$ cat src/slt_pkg.sv
// ----------------------------------------------------------------------------
// Sorted list table package
// Shared constants, codes and types for the sorted list table.
// ----------------------------------------------------------------------------
package slt_pkg;

  localparam int DEFAULT_DEPTH = 16;
  localparam int VALUE_W       = 32;
  localparam int ACTION_W      = 2;
  localparam int STATUS_W      = 2;
  localparam int POSITION_W    = 4;
  localparam int COUNT_OUT_W   = 5;

  localparam logic [ACTION_W-1:0] ACT_INSERT = 2'd0;
  localparam logic [ACTION_W-1:0] ACT_REMOVE = 2'd1;
  localparam logic [ACTION_W-1:0] ACT_SEARCH = 2'd2;

  localparam logic [STATUS_W-1:0] STAT_DONE      = 2'd0;
  localparam logic [STATUS_W-1:0] STAT_NOT_FOUND = 2'd1;
  localparam logic [STATUS_W-1:0] STAT_FULL      = 2'd2;

  typedef struct packed {
    logic insert_en;
    logic remove_en;
  } slt_ctl_t;

endpackage

$ cat src/slt_cell.sv
// ----------------------------------------------------------------------------
// Sorted list table cell
// Holds one entry, compares it with the incoming value and shifts with its
// neighbors on an insert or a remove.
// ----------------------------------------------------------------------------
module slt_cell
  import slt_pkg::*;
#(
  parameter int CNT_W = 5,
  parameter int INDEX = 0
) (
  input  logic               clk,
  input  slt_ctl_t           ctl,
  input  logic [VALUE_W-1:0] value,
  input  logic [CNT_W-1:0]   count,
  input  logic [VALUE_W-1:0] left_val,
  input  logic               left_less,
  input  logic               left_eq,
  input  logic [VALUE_W-1:0] right_val,
  output logic [VALUE_W-1:0] val,
  output logic               less,
  output logic               eq,
  output logic               ge_mark,
  output logic               eq_mark
);

  logic [VALUE_W-1:0] stored;
  logic               held;

  assign held    = count > CNT_W'(INDEX);
  assign less    = held && ($signed(stored) < $signed(value));
  assign eq      = held && (stored == value);
  assign ge_mark = !less && left_less;
  assign eq_mark = eq && !left_eq;
  assign val     = stored;

  always_ff @(posedge clk) begin
    if (ctl.insert_en && !less) begin
      stored <= ge_mark ? value : left_val;
    end else if (ctl.remove_en && !less) begin
      stored <= right_val;
    end
  end

endmodule

$ cat src/sorted_list_table.sv
// ----------------------------------------------------------------------------
// Sorted list table
// Bounded table of signed 32-bit values kept in ascending order.
// ----------------------------------------------------------------------------
// Each input beat on the s_ channel carries an action (insert, remove first
// match, search first match) and a value. Each accepted beat yields exactly
// one output beat on the m_ channel with a status, the position of the entry
// that was inserted, removed or found, and the entry count after the action.
// The entries sit in a row of cells; every cell compares its entry with the
// value at once, and on an insert or a remove the cells above the affected
// position shift by one toward their neighbor in the same cycle.
// Output beats are registered; each appears the cycle after its input beat
// is accepted. One beat is taken per cycle. The clock is set by the 32-bit
// compare in each cell followed by the position encoder across all cells.
// Reset empties the table and drops any pending output beat; no clearing
// pass is needed. When the receiver stalls, the output beat is held and
// s_tready falls until it is taken.
// ----------------------------------------------------------------------------
module sorted_list_table
  import slt_pkg::*;
#(
  parameter int DEPTH = DEFAULT_DEPTH
) (
  input  logic        clk,
  input  logic        rst,
  input  logic        s_tvalid,
  output logic        s_tready,
  input  logic [39:0] s_tdata,   // action[1:0], value[33:2], zero fill
  output logic        m_tvalid,
  input  logic        m_tready,
  output logic [15:0] m_tdata    // status[1:0], position[5:2], entry_count[10:6]
);

  localparam int IDX_W = (DEPTH > 1) ? $clog2(DEPTH) : 1;
  localparam int CNT_W = $clog2(DEPTH + 1);
  localparam int PW    = (IDX_W > POSITION_W) ? IDX_W : POSITION_W;
  localparam int CXW   = (CNT_W > COUNT_OUT_W) ? CNT_W : COUNT_OUT_W;

  logic                s_accept;
  logic [ACTION_W-1:0] in_action;
  logic [VALUE_W-1:0]  in_value;
  logic [CNT_W-1:0]    count;
  logic [CNT_W-1:0]    count_next;
  logic                full;
  logic                hit;
  slt_ctl_t            ctl;

  logic [VALUE_W-1:0]  cell_val [DEPTH];
  logic [DEPTH-1:0]    less;
  logic [DEPTH-1:0]    eq;
  logic [DEPTH-1:0]    ge_mark;
  logic [DEPTH-1:0]    eq_mark;

  logic [PW-1:0]       ge_idx;
  logic [PW-1:0]       eq_idx;
  logic [PW-1:0]       pos_wide;
  logic [STATUS_W-1:0] status_next;
  logic [CXW-1:0]      count_ext;

  logic                  out_valid;
  logic [STATUS_W-1:0]   out_status;
  logic [POSITION_W-1:0] out_pos;
  logic [COUNT_OUT_W-1:0] out_count;

  assign in_action = s_tdata[1:0];
  assign in_value  = s_tdata[33:2];
  assign s_tready  = !out_valid || m_tready;
  assign s_accept  = s_tvalid && s_tready;
  assign full      = count == CNT_W'(DEPTH);
  assign hit       = |eq_mark;

  assign ctl.insert_en = s_accept && (in_action == ACT_INSERT) && !full;
  assign ctl.remove_en = s_accept && (in_action == ACT_REMOVE) && hit;

  for (genvar i = 0; i < DEPTH; i++) begin : g_cell
    logic [VALUE_W-1:0] left_val;
    logic [VALUE_W-1:0] right_val;
    logic               left_less;
    logic               left_eq;

    if (i == 0) begin : g_first
      assign left_val  = in_value;
      assign left_less = 1'b1;
      assign left_eq   = 1'b0;
    end else begin : g_inner
      assign left_val  = cell_val[i-1];
      assign left_less = less[i-1];
      assign left_eq   = eq[i-1];
    end

    if (i == DEPTH - 1) begin : g_last
      assign right_val = cell_val[i];
    end else begin : g_mid
      assign right_val = cell_val[i+1];
    end

    slt_cell #(
      .CNT_W (CNT_W),
      .INDEX (i)
    ) u_cell (
      .clk       (clk),
      .ctl       (ctl),
      .value     (in_value),
      .count     (count),
      .left_val  (left_val),
      .left_less (left_less),
      .left_eq   (left_eq),
      .right_val (right_val),
      .val       (cell_val[i]),
      .less      (less[i]),
      .eq        (eq[i]),
      .ge_mark   (ge_mark[i]),
      .eq_mark   (eq_mark[i])
    );
  end

  always_comb begin
    ge_idx = '0;
    eq_idx = '0;
    for (int i = 0; i < DEPTH; i++) begin
      if (ge_mark[i]) begin
        ge_idx = ge_idx | PW'(i);
      end
      if (eq_mark[i]) begin
        eq_idx = eq_idx | PW'(i);
      end
    end
  end

  always_comb begin
    status_next = STAT_NOT_FOUND;
    pos_wide    = '0;
    count_next  = count;
    unique case (in_action)
      ACT_INSERT: begin
        if (full) begin
          status_next = STAT_FULL;
        end else begin
          status_next = STAT_DONE;
          pos_wide    = ge_idx;
          count_next  = count + CNT_W'(1);
        end
      end
      ACT_REMOVE: begin
        if (hit) begin
          status_next = STAT_DONE;
          pos_wide    = eq_idx;
          count_next  = count - CNT_W'(1);
        end
      end
      ACT_SEARCH: begin
        if (hit) begin
          status_next = STAT_DONE;
          pos_wide    = eq_idx;
        end
      end
      default: begin
        status_next = STAT_NOT_FOUND;
      end
    endcase
  end

  assign count_ext = CXW'(count_next);

  always_ff @(posedge clk) begin
    if (rst) begin
      count     <= '0;
      out_valid <= 1'b0;
    end else begin
      if (s_accept) begin
        count     <= count_next;
        out_valid <= 1'b1;
      end else if (m_tready) begin
        out_valid <= 1'b0;
      end
    end
  end

  always_ff @(posedge clk) begin
    if (s_accept) begin
      out_status <= status_next;
      out_pos    <= pos_wide[POSITION_W-1:0];
      out_count  <= count_ext[COUNT_OUT_W-1:0];
    end
  end

  assign m_tvalid = out_valid;
  assign m_tdata  = {5'b0, out_count, out_pos, out_status};

  a_count_bound: assert property (@(posedge clk) disable iff (rst)
    count <= CNT_W'(DEPTH))
    else $error("entry count exceeds table depth");

  a_insert_grows: assert property (@(posedge clk) disable iff (rst)
    ctl.insert_en |=> count == $past(count) + CNT_W'(1))
    else $error("insert did not grow the entry count");

  a_remove_shrinks: assert property (@(posedge clk) disable iff (rst)
    ctl.remove_en |=> count == $past(count) - CNT_W'(1))
    else $error("remove did not shrink the entry count");

  a_marks_single: assert property (@(posedge clk) disable iff (rst)
    $onehot0(ge_mark) && $onehot0(eq_mark))
    else $error("more than one cell claims the position");

  a_accept_shows: assert property (@(posedge clk) disable iff (rst)
    s_accept |=> m_tvalid)
    else $error("accepted beat produced no output beat");

endmodule
$ cat config.mk
export PLATFORM = sky130hd
export DESIGN_NAME = sorted_list_table
export DESIGN_NICKNAME = d
export VERILOG_FILES = /design/src/slt_pkg.sv /design/src/slt_cell.sv /design/src/sorted_list_table.sv
export SDC_FILE = /design/constraint.sdc
export NUM_CORES = 2
export LEC_CHECK = 0
export BUFFER_PORTS_ARGS = -buffer_cell sky130_fd_sc_hd__buf_4
export CAP_MARGIN = 5
export CORE_MARGIN = 2
export CORE_UTILIZATION = 59
export CTS_CLUSTER_SIZE = 12
export DETAILED_ROUTE_END_ITERATION = 8
export GPL_TIMING_DRIVEN = 0
export HOLD_SLACK_MARGIN = 0.02
export PLACE_DENSITY = 0.78
export SETUP_SLACK_MARGIN = 0.5
export SYNTH_ARGS = -nofsm -noshare
export SYNTH_HDL_FRONTEND = slang
export SYNTH_SLANG_ARGS = --single-unit
$ cat constraint.sdc
create_clock -name clk -period 5.4 [get_ports clk]
set_input_delay 0.81 -clock clk [delete_from_list [all_inputs] [get_ports clk]]
set_output_delay 0.81 -clock clk [all_outputs]
set_load 0.05 [all_outputs]
==> results.md <==
- Final cell count without fillers: between 4000 and 5000
- Routed WL per cell: 25.6 um
- Clock skew: 0.0192 ns
- Count leader, synth: edfxtp_1
- Setup violations, final: 0
- Core area: 64200 um2
- Num CTS Buffers: 59
- Leakage: roughly 17 nW
- Syn Area/Cell: slightly below 10 um2
- Gp weighted congestion: approximately 0.96
- Int Pwr: 7.47 mW
- Worst-Margin Slew: about 1.3 ns
- Worst-Skew Late Latency: around 0.64 ns
- Synthesized instance count: about 4000
- Top cell type's share of synthesized area: 0.412
- Max Cap Viol: 0
- Post-synth top cells: 523 x edfxtp_1, 520 x ha_1, 504 x nand2_1
- Total gr overflow: 0
- Vias per cell: a little under 7
- Clock Sink Count: roughly 530
- Net load switching power: slightly below 3 mW
- Reg2Reg Setup Slack: roughly 0.55 ns
- Peak VDD IR: 0.246 mV
- RSZ-0062 raised after global routing: yes
- Diodes inserted: 0
- First-pass GRT wire length: about 190 mm
- Top cells by area, synth: edfxtp_1 41%, ha_1 17%, mux2i_1 8.6%
- Die Height: 258 um
- Yosys cell types: a little under 80
- Register share of total power: 0.459
- # IOs: between 60 and 70
- Largest net degree at the start of global routing: 33
- Final Cycle Share: 0.930
- CP max FO: 11
- Dominant cell type by area after synthesis: edfxtp_1
- Post-placement cell count: approximately 4800
- P&R area growth vs syn: 11.6%
- Sequential-to-total area share from yosys stat: 0.415
- Combinational power share: 0.150
- Hold Path Class: input port to flop
- Flops & latches, synth: 529
- Yosys synthesis warning count: 0
- Drt pass-1 iters: 6
- Pins Over Slew Limit: 0
- Status: finished, final reports clean
- Setup crit start kind: input port
- Port Buffers: 50
- Layout cell share with drive strength beyond 1: 0.0902
- Clock-pin slew on the worst setup and hold paths: around 0.06 ns
- Gr usage total: 0.362
- Pwr per Cell Area: about 240 nW/um2
- Crit path required time: between 5 and 6 ns
- Root Driver: clkbuf_16
- CTS Buffer Depth: 3
- Post-route antenna net violation count: 0
- Critical Setup Path Class: input port to flop
- Iter 0 DRT Violations: ~4400
- Layout Nets: about 4600
- CTS tree: built
- Vias in the first global route: around 32000
- Fillcell total: slightly above 5000
- Mapped Area: 38200 um2
- DP Wirelength: between 90 and 100 mm
- H-Tree Depth: 2
- Die Footprint: about 67000 um2
- Post-synth EDFFs: ~520
- Routed wire length: 127 mm
- WP data arrival: between 5 and 6 ns
- Most used DFF post-synth: edfxtp_1
- Clock group share of total power: 0.391
- CTS Hold Bufs: 0
- Via Count: 33651
- Die width: 258 um
- Tmin final: around 5.0 ns
- Initial antenna violation count: 0
- Cell Rows: 93
- Placed cell area: 39900 um2
- Worst rel slew slack: 0.135
- Hold Vio Cnt, Final: 0
- # DRC: 0
- Design Area, Final: about 43000 um2
- Max Clock Freq: 0.199 GHz
- Critical path endpoint category: flop
- Sw frac: 0.282
- Post-synth ARST share: 0
- Starting Density: 0.594
-- kinds of logic after synthesis --
group	Yosys count	share of synthesized area
multiplexers	364	0.0966
adder cells (fa/ha/maj)	520	0.170
buffers and inverters	291	0.0310
flip-flops	529	0.415
XOR/XNOR	6	0.00138
AND/OR/NAND/NOR	1087	0.128
AO/OA/AOI/OAI	1086	0.158
other	1	0.0000983
-- worst max-delay path: stages --
cell and delay [ns]:
buf_4 0.15, clkinvlp_4 0.37, ha_1 0.37, a21oi_1 0.14, o21ai_0 0.15, a221oi_1 0.50, o221ai_1 0.37, a2111oi_1 0.52
mux2_2 0.38, buf_2 0.21, nor2b_1 0.24, a2111o_1 0.44, o31ai_1 0.35, o21ai_0 0.32
-- power by group through the flow --
stage | clock network, mW | logic (mW) | registers [mW]
2_1_floorplan | 0 | 0.929 | 4.84
3_3_place_gp | 0 | 1.32 | 4.87
6_report | 4.07 | 1.56 | 4.78
5_1_grt | 4.18 | 1.69 | 4.79
3_5_place_dp | 0 | 1.40 | 4.86
4_1_cts | 4.04 | 1.46 | 4.78
-- sequential cells by signal, summed over array words and instances (netlist names) --
signal and cells:
count 5, out_count 5, out_pos 4, out_status 2, m_tvalid 1, g_cell.u_cell.val 512
-- area by class of cell --
type	instances	area, um2	area share
clock inverters	29	240	0.00564
repair buffers	79	843	0.0198
plain buffers	211	895	0.0210
multi-input cells	3077	21500	0.506
flip-flops and latches	529	15800	0.372
clock buffers	80	1620	0.0380
inverters	80	413	0.00969
well taps	855	1070	0.0251
repair inverters	27	150	0.00353
-- layout by cell type (no fill, tap or decap), types with 10 or more instances in the layout --
master and n:
a21o_1 44, a21oi_1 444, and4_1 20, buf_1 10, buf_12 13, buf_2 42, buf_4 68, clkbuf_1 163
clkbuf_16 61, clkinv_1 12, clkinv_2 13, clkinvlp_2 21, clkinvlp_4 36, edfxtp_1 523, ha_1 520, inv_1 48
mux2_2 35, mux2i_1 326, nand2_1 504, nand2b_1 28, nand3_1 53, nand4_1 105, nor2_1 261, nor2_4 20
nor2b_1 23, nor3_1 12, nor4_1 13, o211ai_1 19, o21ai_0 461
-- stage by stage --
stage | TNS (ns) | utilization | hold WS [ns] | setup WS [ns] | power, mW
floorplan | 0 | - | 0.522 | 0.243 | 5.77
global placement | -885.76 | 0.617 | 0.526 | -2.18 | 6.19
detailed placement | -384.61 | 0.621 | 0.532 | -0.824 | 6.26
CTS | 0 | 0.656 | 0.404 | 0.508 | 10.3
global route | 0 | 0.663 | 0.422 | 0.303 | 10.7
finish | 0 | 0.663 | 0.420 | 0.380 | 10.4
-- worst paths after layout --
check	startpoint	cells past startpoint	to
worst min register to register	m_tvalid	2	m_tvalid
worst min-delay path	rst	2	count[1]
worst max-delay path	s_tdata[6]	14	out_pos[0]
worst max register to register	count[1]	14	g_cell[1].u_cell.val[7]
-- routing by layer --
layer	up-vias	GRT usage	part of all wire
met1	15965	0.488	0.39
met3	496	0.0565	0.10
met2	2217	0.568	0.44
met5	-	0	0
met4	0	0.189	0.068
li1	14973	-	-
-- repair_timing --
item | in CTS | in global routing
endpoints found under the hold margin | 0 | 0
cloned | 26 | 10
resized for setup | 41 | 40
pin swaps | 8 | 9
setup buffers | 5 | 18
setup endpoints to repair | 619 | 589
Power figures use the tool's default switching activity.
